File: src/rtl/core/connection_keepalive_watchdog_table_macros.svh
// Assertion helpers; expect clk and rst_n in scope.
`ifndef CONNECTION_KEEPALIVE_WATCHDOG_TABLE_MACROS_SVH
`define CONNECTION_KEEPALIVE_WATCHDOG_TABLE_MACROS_SVH

// same-cycle implication
`define CKWT_ASSERT_NOW(lbl, ante, cons) \
  lbl: assert property (@(posedge clk) disable iff (!rst_n) (ante) |-> (cons)) \
    else $error("ckwt check failed");

// next-cycle implication
`define CKWT_ASSERT_NEXT(lbl, ante, cons) \
  lbl: assert property (@(posedge clk) disable iff (!rst_n) (ante) |=> (cons)) \
    else $error("ckwt check failed");

`endif

File: src/rtl/core/ckwt_pkg.sv
package ckwt_pkg;

  localparam int SLOTS_DEF  = 8;
  localparam int MAX_EVENTS = 8;
  localparam int EV_CNT_W   = 4;

  localparam int FUNC_W     = 3;
  localparam int SLOT_IN_W  = 4;
  localparam int HANDLE_W   = 16;
  localparam int KIND_W     = 2;
  localparam int SLOT_OUT_W = 3;
  localparam int TICK_W     = 8;

  localparam logic [TICK_W-1:0] TIMEOUT_RESET = 8'd9;

  localparam int CFG_AW = 3;
  localparam int CFG_DW = 32;
  localparam logic REG_TIMEOUT = 1'b0;

  localparam logic [FUNC_W-1:0] FN_ALLOC = 3'd0;
  localparam logic [FUNC_W-1:0] FN_ENTER = 3'd1;
  localparam logic [FUNC_W-1:0] FN_LEAVE = 3'd2;
  localparam logic [FUNC_W-1:0] FN_CLEAN = 3'd3;
  localparam logic [FUNC_W-1:0] FN_TICK  = 3'd4;

  localparam logic [KIND_W-1:0] KIND_ALLOC = 2'd0;
  localparam logic [KIND_W-1:0] KIND_CMD   = 2'd1;
  localparam logic [KIND_W-1:0] KIND_EVENT = 2'd2;

  typedef enum logic [2:0] {
    ST_IDLE,
    ST_ALLOC,
    ST_CMD,
    ST_TRD,
    ST_TEV,
    ST_TEND
  } state_t;

  typedef struct packed {
    logic accept;
    logic alloc_step;
    logic cmd_step;
    logic tick_eval;
    logic tick_flush;
  } ctrl_t;

  typedef struct packed {
    logic [FUNC_W-1:0] req_func;
    logic              alloc_done;
    logic              cmd_done;
    logic              tev_hold;
    logic              idx_last;
    logic              flush_done;
    logic              pend_v;
  } status_t;

endpackage

File: src/rtl/core/ckwt_ifs.sv
interface ckwt_item_if;
  import ckwt_pkg::*;
  logic                 valid;
  logic                 ready;
  logic [FUNC_W-1:0]    func;
  logic [SLOT_IN_W-1:0] slot;
  logic [HANDLE_W-1:0]  conn_handle;

  modport source (output valid, func, slot, conn_handle, input ready);
  modport sink (input valid, func, slot, conn_handle, output ready);
endinterface

interface ckwt_rslt_if;
  import ckwt_pkg::*;
  logic                  valid;
  logic                  ready;
  logic [KIND_W-1:0]     kind;
  logic                  ok;
  logic [SLOT_OUT_W-1:0] slot_out;
  logic [HANDLE_W-1:0]   handle_out;
  logic                  last;

  modport source (output valid, kind, ok, slot_out, handle_out, last, input ready);
  modport sink (input valid, kind, ok, slot_out, handle_out, last, output ready);
endinterface

File: src/rtl/core/connection_keepalive_watchdog_table.sv
// Keepalive watchdog table.
// in_bus: one beat per command (allocate, enter, leave, clean, tick) with
//   valid/ready; taken only while the table is idle.
// out_bus: result beats with valid/ready from an output register; last marks
//   the final beat of a command. Allocate and slot commands give one beat,
//   a tick gives zero to eight keepalive beats, lowest slot first.
// Slot commands answer from the output register once it is free. Allocate
//   walks slots from the top, one per cycle. A tick walks all slots, each
//   by a tick RAM read, then an update, and ends in a closing step. Its
//   events leave one beat behind the walk, the last one after the walk ends.
// Config: APB register 0 (timeout_ticks, 8 bits, reset 9); the user writes it
//   only while the table is idle, unchecked by the block. pready is always high.
// Reset: all slots free, event buffer and output register empty; handle and
//   tick RAMs need no clearing.
// Stall: a held output beat stops the walk at the next event; the output
//   register keeps its beat until out_bus.ready.
`include "connection_keepalive_watchdog_table_macros.svh"

module connection_keepalive_watchdog_table #(
  parameter int SLOTS = ckwt_pkg::SLOTS_DEF
) (
  input  logic                        clk,
  input  logic                        rst_n,
  ckwt_item_if.sink                   in_bus,
  ckwt_rslt_if.source                 out_bus,
  input  logic                        psel,
  input  logic                        penable,
  input  logic                        pwrite,
  input  logic [ckwt_pkg::CFG_AW-1:0] paddr,
  input  logic [ckwt_pkg::CFG_DW-1:0] pwdata,
  output logic [ckwt_pkg::CFG_DW-1:0] prdata,
  output logic                        pready
);
  import ckwt_pkg::*;

  logic [TICK_W-1:0] timeout_r, timeout_nxt;
  logic              cfg_wr;
  ctrl_t             ctl;
  status_t           st;

  assign pready = 1'b1;
  assign cfg_wr = psel && penable && pwrite && pready && (paddr[2] == REG_TIMEOUT);

  always_comb begin
    timeout_nxt = cfg_wr ? pwdata[TICK_W-1:0] : timeout_r;
    prdata      = (paddr[2] == REG_TIMEOUT) ? CFG_DW'(timeout_r) : '0;
  end

  always_ff @(posedge clk) begin
    if (!rst_n) begin
      timeout_r <= TIMEOUT_RESET;
    end else begin
      timeout_r <= timeout_nxt;
    end
  end

  ckwt_ctrl u_ctrl (
    .clk      (clk),
    .rst_n    (rst_n),
    .in_valid (in_bus.valid),
    .in_ready (in_bus.ready),
    .st       (st),
    .ctl      (ctl)
  );

  ckwt_dp #(.SLOTS(SLOTS)) u_dp (
    .clk        (clk),
    .rst_n      (rst_n),
    .ctl        (ctl),
    .st         (st),
    .timeout    (timeout_r),
    .in_func    (in_bus.func),
    .in_slot    (in_bus.slot),
    .in_handle  (in_bus.conn_handle),
    .out_ready  (out_bus.ready),
    .out_valid  (out_bus.valid),
    .out_kind   (out_bus.kind),
    .out_ok     (out_bus.ok),
    .out_slot   (out_bus.slot_out),
    .out_handle (out_bus.handle_out),
    .out_last   (out_bus.last)
  );

  `CKWT_ASSERT_NOW(a_single_beat_last, out_bus.valid && (out_bus.kind != KIND_EVENT), out_bus.last)
  `CKWT_ASSERT_NOW(a_idle_no_pending, in_bus.ready, !st.pend_v)
  `CKWT_ASSERT_NEXT(a_cmd_busy, in_bus.valid && in_bus.ready && (in_bus.func == FN_ALLOC || in_bus.func == FN_ENTER || in_bus.func == FN_LEAVE || in_bus.func == FN_CLEAN), !in_bus.ready)

endmodule

File: src/rtl/core/ckwt_ram.sv
module ckwt_ram #(
  parameter int WIDTH = 8,
  parameter int DEPTH = 8
) (
  input  logic                     clk,
  input  logic                     we,
  input  logic [$clog2(DEPTH)-1:0] waddr,
  input  logic [WIDTH-1:0]         wdata,
  input  logic [$clog2(DEPTH)-1:0] raddr,
  output logic [WIDTH-1:0]         rdata
);
  logic [WIDTH-1:0] mem_r [DEPTH];
  logic [WIDTH-1:0] rdata_r;

  always_ff @(posedge clk) begin
    if (we) begin
      mem_r[waddr] <= wdata;
    end
    rdata_r <= mem_r[raddr];
  end

  assign rdata = rdata_r;
endmodule

File: src/rtl/core/ckwt_ctrl.sv
module ckwt_ctrl (
  input  logic              clk,
  input  logic              rst_n,
  input  logic              in_valid,
  output logic              in_ready,
  input  ckwt_pkg::status_t st,
  output ckwt_pkg::ctrl_t   ctl
);
  import ckwt_pkg::*;

  state_t state_r, state_nxt;

  always_ff @(posedge clk) begin
    if (!rst_n) begin
      state_r <= ST_IDLE;
    end else begin
      state_r <= state_nxt;
    end
  end

  always_comb begin
    state_nxt = state_r;
    case (state_r)
      ST_IDLE: begin
        if (in_valid) begin
          if (st.req_func == FN_ALLOC) begin
            state_nxt = ST_ALLOC;
          end else if (st.req_func inside {FN_ENTER, FN_LEAVE, FN_CLEAN}) begin
            state_nxt = ST_CMD;
          end else if (st.req_func == FN_TICK) begin
            state_nxt = ST_TRD;
          end
        end
      end
      ST_ALLOC: begin
        if (st.alloc_done) state_nxt = ST_IDLE;
      end
      ST_CMD: begin
        if (st.cmd_done) state_nxt = ST_IDLE;
      end
      ST_TRD: begin
        state_nxt = ST_TEV;
      end
      ST_TEV: begin
        if (!st.tev_hold) state_nxt = st.idx_last ? ST_TEND : ST_TRD;
      end
      ST_TEND: begin
        if (st.flush_done) state_nxt = ST_IDLE;
      end
      default: begin
        state_nxt = ST_IDLE;
      end
    endcase
  end

  always_comb begin
    ctl      = '0;
    in_ready = 1'b0;
    case (state_r)
      ST_IDLE: begin
        in_ready   = 1'b1;
        ctl.accept = in_valid;
      end
      ST_ALLOC: begin
        ctl.alloc_step = 1'b1;
      end
      ST_CMD: begin
        ctl.cmd_step = 1'b1;
      end
      ST_TEV: begin
        ctl.tick_eval = 1'b1;
      end
      ST_TEND: begin
        ctl.tick_flush = 1'b1;
      end
      default: begin
        ctl = '0;
      end
    endcase
  end
endmodule

File: src/rtl/core/ckwt_dp.sv
module ckwt_dp #(
  parameter int SLOTS = ckwt_pkg::SLOTS_DEF
) (
  input  logic                            clk,
  input  logic                            rst_n,
  input  ckwt_pkg::ctrl_t                 ctl,
  output ckwt_pkg::status_t               st,
  input  logic [ckwt_pkg::TICK_W-1:0]     timeout,
  input  logic [ckwt_pkg::FUNC_W-1:0]     in_func,
  input  logic [ckwt_pkg::SLOT_IN_W-1:0]  in_slot,
  input  logic [ckwt_pkg::HANDLE_W-1:0]   in_handle,
  input  logic                            out_ready,
  output logic                            out_valid,
  output logic [ckwt_pkg::KIND_W-1:0]     out_kind,
  output logic                            out_ok,
  output logic [ckwt_pkg::SLOT_OUT_W-1:0] out_slot,
  output logic [ckwt_pkg::HANDLE_W-1:0]   out_handle,
  output logic                            out_last
);
  import ckwt_pkg::*;

  localparam int IDX_W = $clog2(SLOTS);

  logic [IDX_W-1:0]     idx_r, idx_nxt;
  logic [FUNC_W-1:0]    func_r;
  logic [SLOT_IN_W-1:0] slot_r;
  logic [HANDLE_W-1:0]  hdl_r;

  // per-slot mode: free = !used, idle = used & !busy, busy = used & busy
  logic [SLOTS-1:0] used_r, used_nxt;
  logic [SLOTS-1:0] busy_r, busy_nxt;
  logic [SLOTS-1:0] hv_r, hv_nxt;

  logic [EV_CNT_W-1:0] evn_r, evn_nxt;
  logic                pend_v_r, pend_v_nxt;
  logic [IDX_W-1:0]    pend_slot_r, pend_slot_nxt;
  logic [HANDLE_W-1:0] pend_hdl_r, pend_hdl_nxt;

  logic                  out_v_r, out_v_nxt;
  logic [KIND_W-1:0]     out_kind_r, push_kind;
  logic                  out_ok_r, push_ok;
  logic [SLOT_OUT_W-1:0] out_slot_r, push_slot;
  logic [HANDLE_W-1:0]   out_hdl_r, push_hdl;
  logic                  out_last_r, push_last;
  logic                  push;

  logic                h_we, t_we;
  logic [IDX_W-1:0]    w_addr;
  logic [TICK_W-1:0]   t_wdata, t_rdata;
  logic [HANDLE_W-1:0] h_rdata;

  logic             out_free, in_range, cur_free, idx_zero, idx_last;
  logic             counted, below, due, tev_hold;
  logic [IDX_W-1:0] cmd_idx;

  ckwt_ram #(.WIDTH(HANDLE_W), .DEPTH(SLOTS)) u_hdl_ram (
    .clk   (clk),
    .we    (h_we),
    .waddr (w_addr),
    .wdata (hdl_r),
    .raddr (idx_r),
    .rdata (h_rdata)
  );

  ckwt_ram #(.WIDTH(TICK_W), .DEPTH(SLOTS)) u_tick_ram (
    .clk   (clk),
    .we    (t_we),
    .waddr (w_addr),
    .wdata (t_wdata),
    .raddr (idx_r),
    .rdata (t_rdata)
  );

  assign out_free = !out_v_r || out_ready;
  assign in_range = (32'(slot_r) < SLOTS);
  assign cmd_idx  = IDX_W'(slot_r);
  assign cur_free = !used_r[idx_r];
  assign idx_zero = (idx_r == '0);
  assign idx_last = (idx_r == IDX_W'(SLOTS - 1));
  assign counted  = used_r[idx_r] && hv_r[idx_r];
  assign below    = (t_rdata < timeout);
  assign due      = counted && !below && !busy_r[idx_r]
                    && (evn_r < EV_CNT_W'(MAX_EVENTS));
  assign tev_hold = due && pend_v_r && !out_free;

  always_comb begin
    st            = '0;
    st.req_func   = in_func;
    st.alloc_done = out_free && (cur_free || idx_zero);
    st.cmd_done   = out_free;
    st.tev_hold   = tev_hold;
    st.idx_last   = idx_last;
    st.flush_done = !pend_v_r || out_free;
    st.pend_v     = pend_v_r;
  end

  always_comb begin
    idx_nxt       = idx_r;
    used_nxt      = used_r;
    busy_nxt      = busy_r;
    hv_nxt        = hv_r;
    evn_nxt       = evn_r;
    pend_v_nxt    = pend_v_r;
    pend_slot_nxt = pend_slot_r;
    pend_hdl_nxt  = pend_hdl_r;
    push          = 1'b0;
    push_kind     = KIND_EVENT;
    push_ok       = 1'b1;
    push_slot     = SLOT_OUT_W'(pend_slot_r);
    push_hdl      = pend_hdl_r;
    push_last     = 1'b0;
    h_we          = 1'b0;
    t_we          = 1'b0;
    t_wdata       = '0;
    w_addr        = idx_r;

    if (ctl.accept) begin
      idx_nxt    = (in_func == FN_ALLOC) ? IDX_W'(SLOTS - 1) : '0;
      evn_nxt    = '0;
      pend_v_nxt = 1'b0;
    end

    if (ctl.alloc_step) begin
      if (cur_free) begin
        if (out_free) begin
          used_nxt[idx_r] = 1'b1;
          busy_nxt[idx_r] = 1'b0;
          hv_nxt[idx_r]   = 1'b1;
          h_we            = 1'b1;
          t_we            = 1'b1;
          push            = 1'b1;
          push_kind       = KIND_ALLOC;
          push_slot       = SLOT_OUT_W'(idx_r);
          push_hdl        = hdl_r;
          push_last       = 1'b1;
        end
      end else if (idx_zero) begin
        if (out_free) begin
          push      = 1'b1;
          push_kind = KIND_ALLOC;
          push_ok   = 1'b0;
          push_slot = '0;
          push_hdl  = '0;
          push_last = 1'b1;
        end
      end else begin
        idx_nxt = idx_r - 1'b1;
      end
    end

    if (ctl.cmd_step && out_free) begin
      push      = 1'b1;
      push_kind = KIND_CMD;
      push_ok   = in_range;
      push_slot = slot_r[SLOT_OUT_W-1:0];
      push_hdl  = '0;
      push_last = 1'b1;
      if (in_range) begin
        t_we   = 1'b1;
        w_addr = cmd_idx;
        case (func_r)
          FN_ENTER: begin
            used_nxt[cmd_idx] = 1'b1;
            busy_nxt[cmd_idx] = 1'b1;
          end
          FN_LEAVE: begin
            used_nxt[cmd_idx] = 1'b1;
            busy_nxt[cmd_idx] = 1'b0;
          end
          FN_CLEAN: begin
            used_nxt[cmd_idx] = 1'b0;
            busy_nxt[cmd_idx] = 1'b0;
            hv_nxt[cmd_idx]   = 1'b0;
          end
          default: begin
            t_we = 1'b0;
          end
        endcase
      end
    end

    if (ctl.tick_eval && !tev_hold) begin
      if (counted && below) begin
        t_we    = 1'b1;
        t_wdata = t_rdata + TICK_W'(1);
      end else if (due) begin
        // hold each event one beat so the scan end can flag the last one
        t_we          = 1'b1;
        push          = pend_v_r;
        pend_v_nxt    = 1'b1;
        pend_slot_nxt = idx_r;
        pend_hdl_nxt  = h_rdata;
        evn_nxt       = evn_r + 1'b1;
      end
      if (!idx_last) idx_nxt = idx_r + 1'b1;
    end

    if (ctl.tick_flush && pend_v_r && out_free) begin
      push       = 1'b1;
      push_last  = 1'b1;
      pend_v_nxt = 1'b0;
    end

    out_v_nxt = push || (out_v_r && !out_ready);
  end

  always_ff @(posedge clk) begin
    if (!rst_n) begin
      idx_r    <= '0;
      used_r   <= '0;
      busy_r   <= '0;
      hv_r     <= '0;
      evn_r    <= '0;
      pend_v_r <= 1'b0;
      out_v_r  <= 1'b0;
    end else begin
      idx_r    <= idx_nxt;
      used_r   <= used_nxt;
      busy_r   <= busy_nxt;
      hv_r     <= hv_nxt;
      evn_r    <= evn_nxt;
      pend_v_r <= pend_v_nxt;
      out_v_r  <= out_v_nxt;
    end
  end

  always_ff @(posedge clk) begin
    if (ctl.accept) begin
      func_r <= in_func;
      slot_r <= in_slot;
      hdl_r  <= in_handle;
    end
    pend_slot_r <= pend_slot_nxt;
    pend_hdl_r  <= pend_hdl_nxt;
    if (push) begin
      out_kind_r <= push_kind;
      out_ok_r   <= push_ok;
      out_slot_r <= push_slot;
      out_hdl_r  <= push_hdl;
      out_last_r <= push_last;
    end
  end

  assign out_valid  = out_v_r;
  assign out_kind   = out_kind_r;
  assign out_ok     = out_ok_r;
  assign out_slot   = out_slot_r;
  assign out_handle = out_hdl_r;
  assign out_last   = out_last_r;
endmodule
File: src/flat_wrapper.sv
// flat-port wrapper written by rule: the top's interface ports become plain ports
module connection_keepalive_watchdog_table_flat import ckwt_pkg::*;
#(
  parameter int SLOTS = ckwt_pkg::SLOTS_DEF
)
  (clk, rst_n, psel, penable, pwrite, paddr, pwdata, prdata, pready, in_bus_valid, in_bus_func, in_bus_slot, in_bus_conn_handle, in_bus_ready, out_bus_valid, out_bus_kind, out_bus_ok, out_bus_slot_out, out_bus_handle_out, out_bus_last, out_bus_ready);
  ckwt_item_if in_bus_i ();
  ckwt_rslt_if out_bus_i ();
  input  logic clk;
  input  logic rst_n;
  input  logic psel;
  input  logic penable;
  input  logic pwrite;
  input  logic [ckwt_pkg::CFG_AW-1:0] paddr;
  input  logic [ckwt_pkg::CFG_DW-1:0] pwdata;
  output logic [ckwt_pkg::CFG_DW-1:0] prdata;
  output logic pready;
  input wire logic [$bits(in_bus_i.valid)-1:0] in_bus_valid;
  input wire logic [$bits(in_bus_i.func)-1:0] in_bus_func;
  input wire logic [$bits(in_bus_i.slot)-1:0] in_bus_slot;
  input wire logic [$bits(in_bus_i.conn_handle)-1:0] in_bus_conn_handle;
  output wire logic [$bits(in_bus_i.ready)-1:0] in_bus_ready;
  output wire logic [$bits(out_bus_i.valid)-1:0] out_bus_valid;
  output wire logic [$bits(out_bus_i.kind)-1:0] out_bus_kind;
  output wire logic [$bits(out_bus_i.ok)-1:0] out_bus_ok;
  output wire logic [$bits(out_bus_i.slot_out)-1:0] out_bus_slot_out;
  output wire logic [$bits(out_bus_i.handle_out)-1:0] out_bus_handle_out;
  output wire logic [$bits(out_bus_i.last)-1:0] out_bus_last;
  input wire logic [$bits(out_bus_i.ready)-1:0] out_bus_ready;
  assign in_bus_i.valid = in_bus_valid;
  assign in_bus_i.func = in_bus_func;
  assign in_bus_i.slot = in_bus_slot;
  assign in_bus_i.conn_handle = in_bus_conn_handle;
  assign in_bus_ready = in_bus_i.ready;
  assign out_bus_valid = out_bus_i.valid;
  assign out_bus_kind = out_bus_i.kind;
  assign out_bus_ok = out_bus_i.ok;
  assign out_bus_slot_out = out_bus_i.slot_out;
  assign out_bus_handle_out = out_bus_i.handle_out;
  assign out_bus_last = out_bus_i.last;
  assign out_bus_i.ready = out_bus_ready;
  connection_keepalive_watchdog_table #(.SLOTS(SLOTS)) u_core (.clk(clk), .rst_n(rst_n), .in_bus(in_bus_i), .out_bus(out_bus_i), .psel(psel), .penable(penable), .pwrite(pwrite), .paddr(paddr), .pwdata(pwdata), .prdata(prdata), .pready(pready));
endmodule
File: config.mk
export PLATFORM = sky130hd
export DESIGN_NAME = connection_keepalive_watchdog_table_flat
export DESIGN_NICKNAME = d
export VERILOG_FILES = /design/src/rtl/core/ckwt_pkg.sv /design/src/rtl/core/ckwt_ifs.sv /design/src/rtl/core/connection_keepalive_watchdog_table.sv /design/src/rtl/core/ckwt_ram.sv /design/src/rtl/core/ckwt_ctrl.sv /design/src/rtl/core/ckwt_dp.sv /design/src/flat_wrapper.sv
export VERILOG_INCLUDE_DIRS = /design/src /design/src/rtl/core
export SDC_FILE = /design/constraint.sdc
export NUM_CORES = 1
export LEC_CHECK = 0
export BUFFER_PORTS_ARGS = -buffer_cell sky130_fd_sc_hd__clkbuf_2
export CAP_MARGIN = 20
export CORE_MARGIN = 3
export CORE_UTILIZATION = 40
export DETAILED_ROUTE_END_ITERATION = 10
export PLACE_DENSITY_LB_ADDON = 0.05
export RECOVER_POWER = 100
export SYNTH_ARGS = -nofsm -noshare
export SYNTH_HDL_FRONTEND = slang
export SYNTH_SLANG_ARGS = --single-unit
File: constraint.sdc
create_clock -name clk -period 3.35 [get_ports clk]
set_input_delay 0.67 -clock clk [delete_from_list [all_inputs] [get_ports clk]]
set_output_delay 0.67 -clock clk [all_outputs]
set_load 0.02 [all_outputs]
==> impl_results.html, run 1 <==
<table>
<tr><th>Metric</th><th>Value</th></tr>
<tr><th colspan="2">STA</th></tr>
<tr><td>Clock skew after layout</td><td>0.01497 ns</td></tr>
<tr><td>Setup repair after global routing missed its margin</td><td>false</td></tr>
<tr><td>Final hold vios</td><td>0</td></tr>
<tr><td>Setup Total Neg Slack</td><td>0 ns</td></tr>
<tr><td>Fmax</td><td>323.2 MHz</td></tr>
<tr><td>Final number of max-transition violations</td><td>0</td></tr>
<tr><td>Setup violation total in the final timing report</td><td>0</td></tr>
<tr><td>Worst slew slack as a fraction of its limit</td><td>24.91%</td></tr>
<tr><td>Final critical delay including setup and external delays</td><td>3.094 ns</td></tr>
<tr><td>Transition time at the pin with the least slew margin</td><td>1.126 ns</td></tr>
<tr><td>Share of the clock period used by the worst path after layout</td><td>92.35%</td></tr>
<tr><th colspan="2">Pwr</th></tr>
<tr><td>Leakage Power</td><td>5.027 nW</td></tr>
<tr><td>Ratio of total power to cell area</td><td>708.6 mW/mm²</td></tr>
<tr><td>Final Power</td><td>10.33 mW</td></tr>
<tr><td>Worst-case vdd ir drop</td><td>0.0003663 V</td></tr>
<tr><th colspan="2">Worst hold path</th></tr>
<tr><td>Sink of the worst hold path</td><td>u_core.u_dp.hdl_r[6]$_DFFE_PP_</td></tr>
<tr><td>Kind of path behind the tightest hold check</td><td>input port to register</td></tr>
<tr><td>Hold Path Stages</td><td>1</td></tr>
<tr><td>Hold Path Origin</td><td>in_bus_conn_handle[6]</td></tr>
<tr><th colspan="2">Worst setup path</th></tr>
<tr><td>Cell mode on critical path</td><td>sky130_fd_sc_hd__buf_4</td></tr>
<tr><td>Kind of cell adding the most delay to the critical path</td><td>compound AO/OA/AOI/OAI gates</td></tr>
<tr><td>Required time of the critical path</td><td>3.61 ns</td></tr>
<tr><td>Kind of end point of the critical path</td><td>register</td></tr>
<tr><td>Crit Path Max Fanout</td><td>14</td></tr>
<tr><td>Critical setup path kind</td><td>register to register</td></tr>
<tr><td>Worst path max stage delay</td><td>0.73 ns</td></tr>
<tr><td>Critical path buffers and inverters</td><td>2</td></tr>
<tr><td>Worst reg-to-reg setup slack</td><td>0.26 ns</td></tr>
<tr><td>Critical Path Start Type</td><td>register</td></tr>
<tr><td>Reg-to-reg critical path endpoint</td><td>u_core.u_dp.u_tick_ram.mem_r[1][1]$_DFFE_PP_</td></tr>
<tr><td>Critical path cell sequence</td><td>buf_4 -&gt; mux2i_1 -&gt; mux2_2 -&gt; o221ai_2 -&gt; o21bai_1 -&gt; a311oi_2 -&gt; nor2_1 -&gt; buf_4</td></tr>
<tr><td>Instance count on the critical path</td><td>8</td></tr>
<tr><td>Depth of the worst register-to-register path</td><td>8</td></tr>
<tr><td>Critical path data arrival time</td><td>3.35 ns</td></tr>
<tr><td>Worst flop-to-flop path startpoint</td><td>u_core.u_dp.idx_r[1]$_SDFF_PN0_</td></tr>
<tr><td>Slowest cell on crit path</td><td>sky130_fd_sc_hd__dfxtp_1</td></tr>
<tr><th colspan="2">Die</th></tr>
<tr><td>Die W</td><td>183.6 µm</td></tr>
<tr><td>DIE AREA</td><td>0.03371 mm²</td></tr>
<tr><td>Initial Utilization</td><td>40.92%</td></tr>
<tr><td># rows</td><td>64</td></tr>
<tr><td>Area inside the core boundary</td><td>0.03083 mm²</td></tr>
<tr><td>Die Y-Extent</td><td>183.6 µm</td></tr>
<tr><td>I/O pin count</td><td>123</td></tr>
<tr><th colspan="2">CTS</th></tr>
<tr><td>Clock transition at the registers of the reported paths</td><td>0.06 ns</td></tr>
<tr><td>Worst-skew pair later-pin latency</td><td>0.51 ns</td></tr>
<tr><td>TritonCTS clock tree</td><td>yes</td></tr>
<tr><td>Maximum buffer depth of the clock tree</td><td>3</td></tr>
<tr><td>Buffer cell driving the clock tree root</td><td>sky130_fd_sc_hd__clkbuf_16</td></tr>
<tr><td>Setup fix buffers added after clock tree synthesis</td><td>0</td></tr>
<tr><td>Clock H-tree levels</td><td>2</td></tr>
<tr><td>Number of buffers created by CTS</td><td>36</td></tr>
<tr><td>Post_cts resized</td><td>0</td></tr>
<tr><td>Clock Sinks</td><td>325</td></tr>
<tr><td>Number of hold-repair buffers added at the cts stage</td><td>0</td></tr>
<tr><th colspan="2">Finish</th></tr>
<tr><td>Share of final-layout standard cells stronger than drive strength 1</td><td>14.02%</td></tr>
<tr><td>Number of antenna cells inserted</td><td>0</td></tr>
<tr><td>Post-route cell area</td><td>0.01457 mm²</td></tr>
<tr><td>Most common cell after layout, fill and taps aside</td><td>sky130_fd_sc_hd__edfxtp_1</td></tr>
<tr><td>Area growth from synthesis to layout</td><td>15.52%</td></tr>
<tr><td>Count of non-filler cells in the finished layout</td><td>1409</td></tr>
<tr><td>Most frequent cells in the layout</td><td>sky130_fd_sc_hd__edfxtp_1, sky130_fd_sc_hd__a22oi_1, sky130_fd_sc_hd__nor2_1</td></tr>
<tr><td>Nets</td><td>1065</td></tr>
<tr><th colspan="2">Yosys</th></tr>
<tr><td>EDFF count, synth</td><td>257</td></tr>
<tr><td>Unique masters post-synth</td><td>76</td></tr>
<tr><td>Synth async-reset ratio</td><td>0%</td></tr>
<tr><td>Syn Inst Count</td><td>876</td></tr>
<tr><td>Dominant synthesized flop cell</td><td>sky130_fd_sc_hd__edfxtp_1</td></tr>
<tr><td>Yosys warning count</td><td>0</td></tr>
<tr><td>Top area cells in the synthesized netlist</td><td>sky130_fd_sc_hd__edfxtp_1, sky130_fd_sc_hd__dfxtp_1, sky130_fd_sc_hd__a22oi_1</td></tr>
<tr><td>Synth top area share</td><td>61.17%</td></tr>
<tr><td>Summed instance area of the synthesized netlist</td><td>0.01262 mm²</td></tr>
<tr><td>Synthesis-stage register bit count</td><td>325</td></tr>
<tr><td>Cell accounting for the most synthesized area</td><td>sky130_fd_sc_hd__edfxtp_1</td></tr>
<tr><td>Share of the yosys chip area belonging to registers</td><td>71.96%</td></tr>
<tr><td>Post-synthesis area per instance</td><td>14.40 µm²</td></tr>
<tr><th colspan="2">Placement</th></tr>
<tr><td>Cell total after placement</td><td>1345</td></tr>
<tr><td>Half-perimeter wire length after placement</td><td>19.36 mm</td></tr>
<tr><td>Standard cell area after detailed placement</td><td>0.01362 mm²</td></tr>
<tr><td>I/O Buffers</td><td>71</td></tr>
<tr><td>Gp weighted congestion</td><td>0.8087</td></tr>
<tr><th colspan="2">Drt</th></tr>
<tr><td>Pre-Repair DR Iteration Count</td><td>5</td></tr>
<tr><td>Routed Antenna Nets</td><td>0</td></tr>
<tr><td>Wirelength per Cell</td><td>22.68 µm</td></tr>
<tr><td>1st-iter DRT viols</td><td>791</td></tr>
<tr><td>Sum of routed wire length over all layers</td><td>31.96 mm</td></tr>
<tr><td>DRC</td><td>0</td></tr>
<tr><td>Per-cell via count in the routed design</td><td>5.601</td></tr>
<tr><td>Number of vias in the routed layout</td><td>7892</td></tr>
<tr><th colspan="2">GRT</th></tr>
<tr><td>Pin count of the biggest net entering global routing</td><td>26</td></tr>
<tr><td>Total routing usage reported by global routing</td><td>18.81%</td></tr>
<tr><td>Total overflow reported by the global router</td><td>0</td></tr>
<tr><td>Global-route wire length before repair</td><td>48.06 mm</td></tr>
<tr><td>Antenna violations before repair</td><td>0</td></tr>
<tr><td>Vias in the first global route</td><td>7885</td></tr>
<tr><th colspan="2">Run status</th></tr>
<tr><td>Run status</td><td>finished, final reports clean</td></tr>
<tr><th colspan="2">Run</th></tr>
<tr><td>Max-cap violations</td><td>0</td></tr>
</table>
==> layer usage <==
layer / vias to the layer above / wire [µm] / GRT usage [%]
met5: - / 0 / 0
met4: 0 / 777 / 5.850
met3: 55 / 2179 / 3.601
met2: 306 / 14950 / 30.04
met1: 3965 / 14050 / 26.27
li1: 3566 / - / -
==> sequential cells by signal, indices dropped and copies added (netlist names), 4 cells and up <==
name	cells
u_core.u_dp.u_hdl_ram.rdata	16
u_core.u_dp.hv_r	8
u_core.u_dp.hdl_r	16
u_core.u_dp.slot_r	4
u_core.u_dp.evn_r	4
u_core.u_dp.pend_hdl_r	16
u_core.u_dp.used_r	8
u_core.u_dp.u_tick_ram.rdata	8
u_core.u_dp.u_tick_ram.mem_r	64
u_core.timeout_r	8
u_core.u_dp.busy_r	8
u_core.u_dp.out_handle	16
u_core.u_dp.u_hdl_ram.mem_r	128
==> where the power goes <==
part	total [mW]	internal, mW	switching, mW
combinational	1.48	0.489	0.991
sequential	5.06	4.80	0.267
clock	3.79	2.27	1.51
total	10.3	7.56	2.77
==> cell type report <==
class,count,area [µm²]
clock buffer,51,978.4
clock inverter,13,150.1
fill,2664,16260
inverter,15,56.30
multi-input combinational,492,3179
sequential,325,9079
tap,396,495.5
timing repair buffer,117,635.6
==> kinds of logic (layout without fill, tap and decap cells) <==
family,count (synthesis),after routing,synth area share (%)
other,2,25,0.05953
muxes,18,18,1.617
xor gates and xnor gates,7,7,0.4860
AOI/OAI and AO/OA,218,218,12.67
buffers and inverters,82,196,3.451
DFF,325,325,71.96
and+or+nand+nor,211,211,8.470
adders and majority gates,13,13,1.289
==> synth_stat cells, drive strengths merged (12+ instances only) <==
cell type	number
ha	13
nand4	21
nor2b	13
buf	38
dfxtp	68
inv	14
nor2	75
o21ai	25
a21oi	35
clkbuf	29
nand3	12
nand2	43
a22oi	84
edfxtp	257
a22o	16
==> worst reg2reg max path: stages, from the launching register on <==
cell	delay (ns)
sky130_fd_sc_hd__dfxtp_1	0.73
sky130_fd_sc_hd__buf_4	0.34
sky130_fd_sc_hd__mux2i_1	0.09
sky130_fd_sc_hd__mux2_2	0.29
sky130_fd_sc_hd__o221ai_2	0.27
sky130_fd_sc_hd__o21bai_1	0.13
sky130_fd_sc_hd__a311oi_2	0.64
sky130_fd_sc_hd__nor2_1	0.14
sky130_fd_sc_hd__buf_4	0.22
==> per-stage QoR <==
stage / setup slack (ns) / hold WS (ns) / utilization [%]
detailed placement: 0.3076 / 0.3904 / 44.17
global route: 0.06672 / 0.3044 / 47.27
finish: 0.2564 / 0.3254 / 47.27
global placement: 0.3166 / 0.3861 / 44.17
CTS: 0.2847 / 0.3078 / 47.83
floorplan: 0.3106 / 0.3855 / -
==> how the worst max path moves through the flow <==
stage / from / end / slack, ns
global placement: out_bus_ready / u_core.u_dp.u_hdl_ram.mem_r[2][13]$_DFFE_PP_ / 0.32
detailed placement: u_core.u_dp.idx_r[1]$_SDFF_PN0_ / u_core.u_dp.u_tick_ram.mem_r[0][5]$_DFFE_PP_ / 0.31
floorplan: out_bus_ready / u_core.u_dp.u_hdl_ram.mem_r[3][0]$_DFFE_PP_ / 0.31
global route: u_core.u_dp.idx_r[1]$_SDFF_PN0_ / u_core.u_dp.busy_r[2]$_SDFF_PN0_ / 0.07
CTS: u_core.u_dp.idx_r[1]$_SDFF_PN0_ / u_core.u_dp.out_handle[7]$_SDFFCE_PP0P_ / 0.28
finish: u_core.u_dp.idx_r[1]$_SDFF_PN0_ / u_core.u_dp.u_tick_ram.mem_r[1][1]$_DFFE_PP_ / 0.26
Power figures use the tool's default switching activity.
==> run 2, diff against run 1 <==
--- a/config.mk
+++ b/config.mk
@@ -9,7 +9,7 @@
 export BUFFER_PORTS_ARGS = -buffer_cell sky130_fd_sc_hd__clkbuf_2
 export CAP_MARGIN = 20
 export CORE_MARGIN = 3
-export CORE_UTILIZATION = 40
+export CORE_UTILIZATION = 45
 export DETAILED_ROUTE_END_ITERATION = 10
 export PLACE_DENSITY_LB_ADDON = 0.05
 export RECOVER_POWER = 100
==> impl_results.html, run 2 (synthesized netlist as in run 1, its figures left out) <==
<table>
<tr><th>Metric</th><th>Value</th></tr>
<tr><th colspan="2">Run status</th></tr>
<tr><td>Run status</td><td>finished, final reports clean</td></tr>
<tr><th colspan="2">Pwr</th></tr>
<tr><td>Leakage Power</td><td>5.088 nW</td></tr>
<tr><td>Switching portion of total power</td><td>26.73%</td></tr>
<tr><td>Cell Int Power</td><td>7.606 mW</td></tr>
<tr><td>Ratio of total power to cell area</td><td>710.7 mW/mm²</td></tr>
<tr><td>Power spent charging and discharging nets</td><td>2.775 mW</td></tr>
<tr><td>Combinational Power Share</td><td>13.9%</td></tr>
<tr><td>Proportion of power drawn by flip-flops and latches</td><td>48.8%</td></tr>
<tr><td>Worst-case vdd ir drop</td><td>0.0003375 V</td></tr>
<tr><td>Power share of the clock group</td><td>37.3%</td></tr>
<tr><th colspan="2">Worst setup path</th></tr>
<tr><td>Critical path data arrival time</td><td>3.25 ns</td></tr>
<tr><td>Crit Path Max Fanout</td><td>13</td></tr>
<tr><td>Critical Path Start Type</td><td>register</td></tr>
<tr><td>Critical setup path kind</td><td>register to register</td></tr>
<tr><td>Required time of the critical path</td><td>3.50 ns</td></tr>
<tr><td>Kind of end point of the critical path</td><td>register</td></tr>
<tr><th colspan="2">CTS</th></tr>
<tr><td>Buffer cell driving the clock tree root</td><td>sky130_fd_sc_hd__clkbuf_16</td></tr>
<tr><td>Clock Sinks</td><td>325</td></tr>
<tr><td>TritonCTS clock tree</td><td>yes</td></tr>
<tr><td>Number of buffers created by CTS</td><td>36</td></tr>
<tr><td>Maximum buffer depth of the clock tree</td><td>3</td></tr>
<tr><td>Post_cts resized</td><td>0</td></tr>
<tr><td>Clock H-tree levels</td><td>2</td></tr>
<tr><td>Worst-skew pair later-pin latency</td><td>0.52 ns</td></tr>
<tr><td>Setup fix buffers added after clock tree synthesis</td><td>0</td></tr>
<tr><td>Clock transition at the registers of the reported paths</td><td>0.06 ns</td></tr>
<tr><td>Number of hold-repair buffers added at the cts stage</td><td>0</td></tr>
<tr><th colspan="2">Run</th></tr>
<tr><td>Max-cap violations</td><td>0</td></tr>
<tr><th colspan="2">Placement</th></tr>
<tr><td>I/O Buffers</td><td>71</td></tr>
<tr><td>Cell total after placement</td><td>1323</td></tr>
<tr><td>Post-place setup slack</td><td>0.3505 ns</td></tr>
<tr><td>Gp weighted congestion</td><td>0.8066</td></tr>
<tr><td>Half-perimeter wire length after placement</td><td>18.95 mm</td></tr>
<tr><th colspan="2">STA</th></tr>
<tr><td>Clock skew after layout</td><td>0.01420 ns</td></tr>
<tr><td>Final Worst Setup Slack</td><td>0.2520 ns</td></tr>
<tr><td>Worst slew slack as a fraction of its limit</td><td>27.73%</td></tr>
<tr><td>Final critical delay including setup and external delays</td><td>3.098 ns</td></tr>
<tr><td>Final number of max-transition violations</td><td>0</td></tr>
<tr><td>Transition time at the pin with the least slew margin</td><td>1.084 ns</td></tr>
<tr><td>Share of the clock period used by the worst path after layout</td><td>92.48%</td></tr>
<tr><td>Setup Total Neg Slack</td><td>0 ns</td></tr>
<tr><td>Fmax</td><td>322.8 MHz</td></tr>
<tr><td>Setup repair after global routing missed its margin</td><td>false</td></tr>
<tr><td>Final hold vios</td><td>0</td></tr>
<tr><td>Setup violation total in the final timing report</td><td>0</td></tr>
<tr><th colspan="2">Finish</th></tr>
<tr><td>Nets</td><td>1067</td></tr>
<tr><td>Share of final-layout standard cells stronger than drive strength 1</td><td>15.45%</td></tr>
<tr><td>Most common cell after layout, fill and taps aside</td><td>sky130_fd_sc_hd__edfxtp_1</td></tr>
<tr><td>Area growth from synthesis to layout</td><td>15.77%</td></tr>
<tr><td>Register with the most flip-flops</td><td>u_core.u_dp.u_hdl_ram.mem_r</td></tr>
<tr><td>Largest register FFs</td><td>128</td></tr>
<tr><td>Largest registers</td><td>u_core.u_dp.u_hdl_ram.mem_r x128, u_core.u_dp.u_tick_ram.mem_r x64</td></tr>
<tr><td>Most frequent cells in the layout</td><td>sky130_fd_sc_hd__edfxtp_1, sky130_fd_sc_hd__a22oi_1, sky130_fd_sc_hd__nor2_1</td></tr>
<tr><td>Number of antenna cells inserted</td><td>0</td></tr>
<tr><td>Count of non-filler cells in the finished layout</td><td>1388</td></tr>
<tr><td>Utilization after layout</td><td>53.60%</td></tr>
<tr><th colspan="2">Die</th></tr>
<tr><td># rows</td><td>60</td></tr>
<tr><td>Die Y-Extent</td><td>173.4 µm</td></tr>
<tr><td>Die W</td><td>173.4 µm</td></tr>
<tr><td>Area inside the core boundary</td><td>0.02725 mm²</td></tr>
<tr><td>DIE AREA</td><td>0.03008 mm²</td></tr>
<tr><td>I/O pin count</td><td>123</td></tr>
<tr><td>Initial Utilization</td><td>46.29%</td></tr>
<tr><th colspan="2">Drt</th></tr>
<tr><td>Wirelength per Cell</td><td>22.14 µm</td></tr>
<tr><td>Sum of routed wire length over all layers</td><td>30.74 mm</td></tr>
<tr><td>Per-cell via count in the routed design</td><td>5.605</td></tr>
<tr><td>1st-iter DRT viols</td><td>682</td></tr>
<tr><td>Number of vias in the routed layout</td><td>7780</td></tr>
<tr><td>Pre-Repair DR Iteration Count</td><td>5</td></tr>
<tr><td>DRC</td><td>0</td></tr>
<tr><td>Routed Antenna Nets</td><td>0</td></tr>
<tr><th colspan="2">GRT</th></tr>
<tr><td>Total routing usage reported by global routing</td><td>20.24%</td></tr>
<tr><td>Global-route wire length before repair</td><td>47.07 mm</td></tr>
<tr><td>Pin count of the biggest net entering global routing</td><td>25</td></tr>
<tr><td>Total overflow reported by the global router</td><td>0</td></tr>
<tr><td>Antenna violations before repair</td><td>0</td></tr>
<tr><td>Vias in the first global route</td><td>7815</td></tr>
<tr><th colspan="2">Worst hold path</th></tr>
<tr><td>Kind of path behind the tightest hold check</td><td>input port to register</td></tr>
</table>
-- run 2: changes by cell type in the layout (fill, tap and decap cells not counted), sizes merged --
| cell | before | now |
|---|---|---|
| clkinvlp | 1 | 0 |
| inv | 15 | 16 |
| clkbuf | 140 | 141 |
| clkinv | 9 | 12 |
| bufinv | 3 | 2 |
-- run 2: power by group through the flow --
stage / Sequential (mW) / Clock (mW) / Combinational (mW)
3_5_place_dp: 5.14 / 0 / 1.51
3_3_place_gp: 5.12 / 0 / 1.50
5_1_grt: 5.10 / 4.15 / 1.61
6_report: 5.06 / 3.87 / 1.45
2_1_floorplan: 5.10 / 0 / 0.939
4_1_cts: 5.06 / 3.96 / 1.52
-- run 2: area by class of cell --
| type | instances | area, µm² |
|---|---|---|
| Sequential cell | 325 | 9079 |
| Inverter | 15 | 56.30 |
| Tap cell | 372 | 465.4 |
| Multi-Input combinational cell | 492 | 3194 |
| Timing Repair Buffer | 119 | 631.9 |
| Clock inverter | 15 | 143.9 |
| Clock buffer | 50 | 1035 |
| Fill cell | 2265 | 12650 |
-- run 2: critical path, cell delays in order, from the launching register on --
cell and delay (ns):
sky130_fd_sc_hd__dfxtp_1 0.66, sky130_fd_sc_hd__clkbuf_1 0.44, sky130_fd_sc_hd__nor4bb_1 0.13, sky130_fd_sc_hd__a221oi_2 0.22, sky130_fd_sc_hd__o21ai_2 0.17, sky130_fd_sc_hd__nor3_4 0.45, sky130_fd_sc_hd__nor2b_1 0.24, sky130_fd_sc_hd__clkbuf_2 0.42
-- run 2: routing by layer --
layer	global-route usage, %	vias up	part of all wire, %	wire length [µm]
li1	-	3574	-	-
met1	28.40	3884	43	13360
met2	32.88	279	48	14720
met3	3.526	43	6.9	2106
met4	5.372	0	1.8	549
met5	0	-	0	0
-- run 2: final timing paths --
check,from,slack [ns],endpoint,cells after the start
setup / recovery,u_core.u_dp.idx_r[1]$_SDFF_PN0_,0.25,u_core.u_dp.u_hdl_ram.mem_r[6][15]$_DFFE_PP_,7
hold / removal,in_bus_conn_handle[0],0.32,u_core.u_dp.hdl_r[0]$_DFFE_PP_,1
setup reg to reg,u_core.u_dp.idx_r[1]$_SDFF_PN0_,0.25,u_core.u_dp.u_hdl_ram.mem_r[6][15]$_DFFE_PP_,7
hold reg to reg,u_core.u_dp.u_hdl_ram.rdata[2]$_DFF_P_,0.40,u_core.u_dp.pend_hdl_r[2]$_DFFE_PP_,0
-- run 2: metrics by stage --
step                total power, mW  hold slack [ns]  cell area (µm²)
finish                        10.38           0.3238            14610
global route                  10.85           0.3047            14610
CTS                           10.54           0.3010            14760
detailed placement            6.645           0.3887            13580
global placement              6.624           0.3862            13580
floorplan                     6.036           0.3855            12700
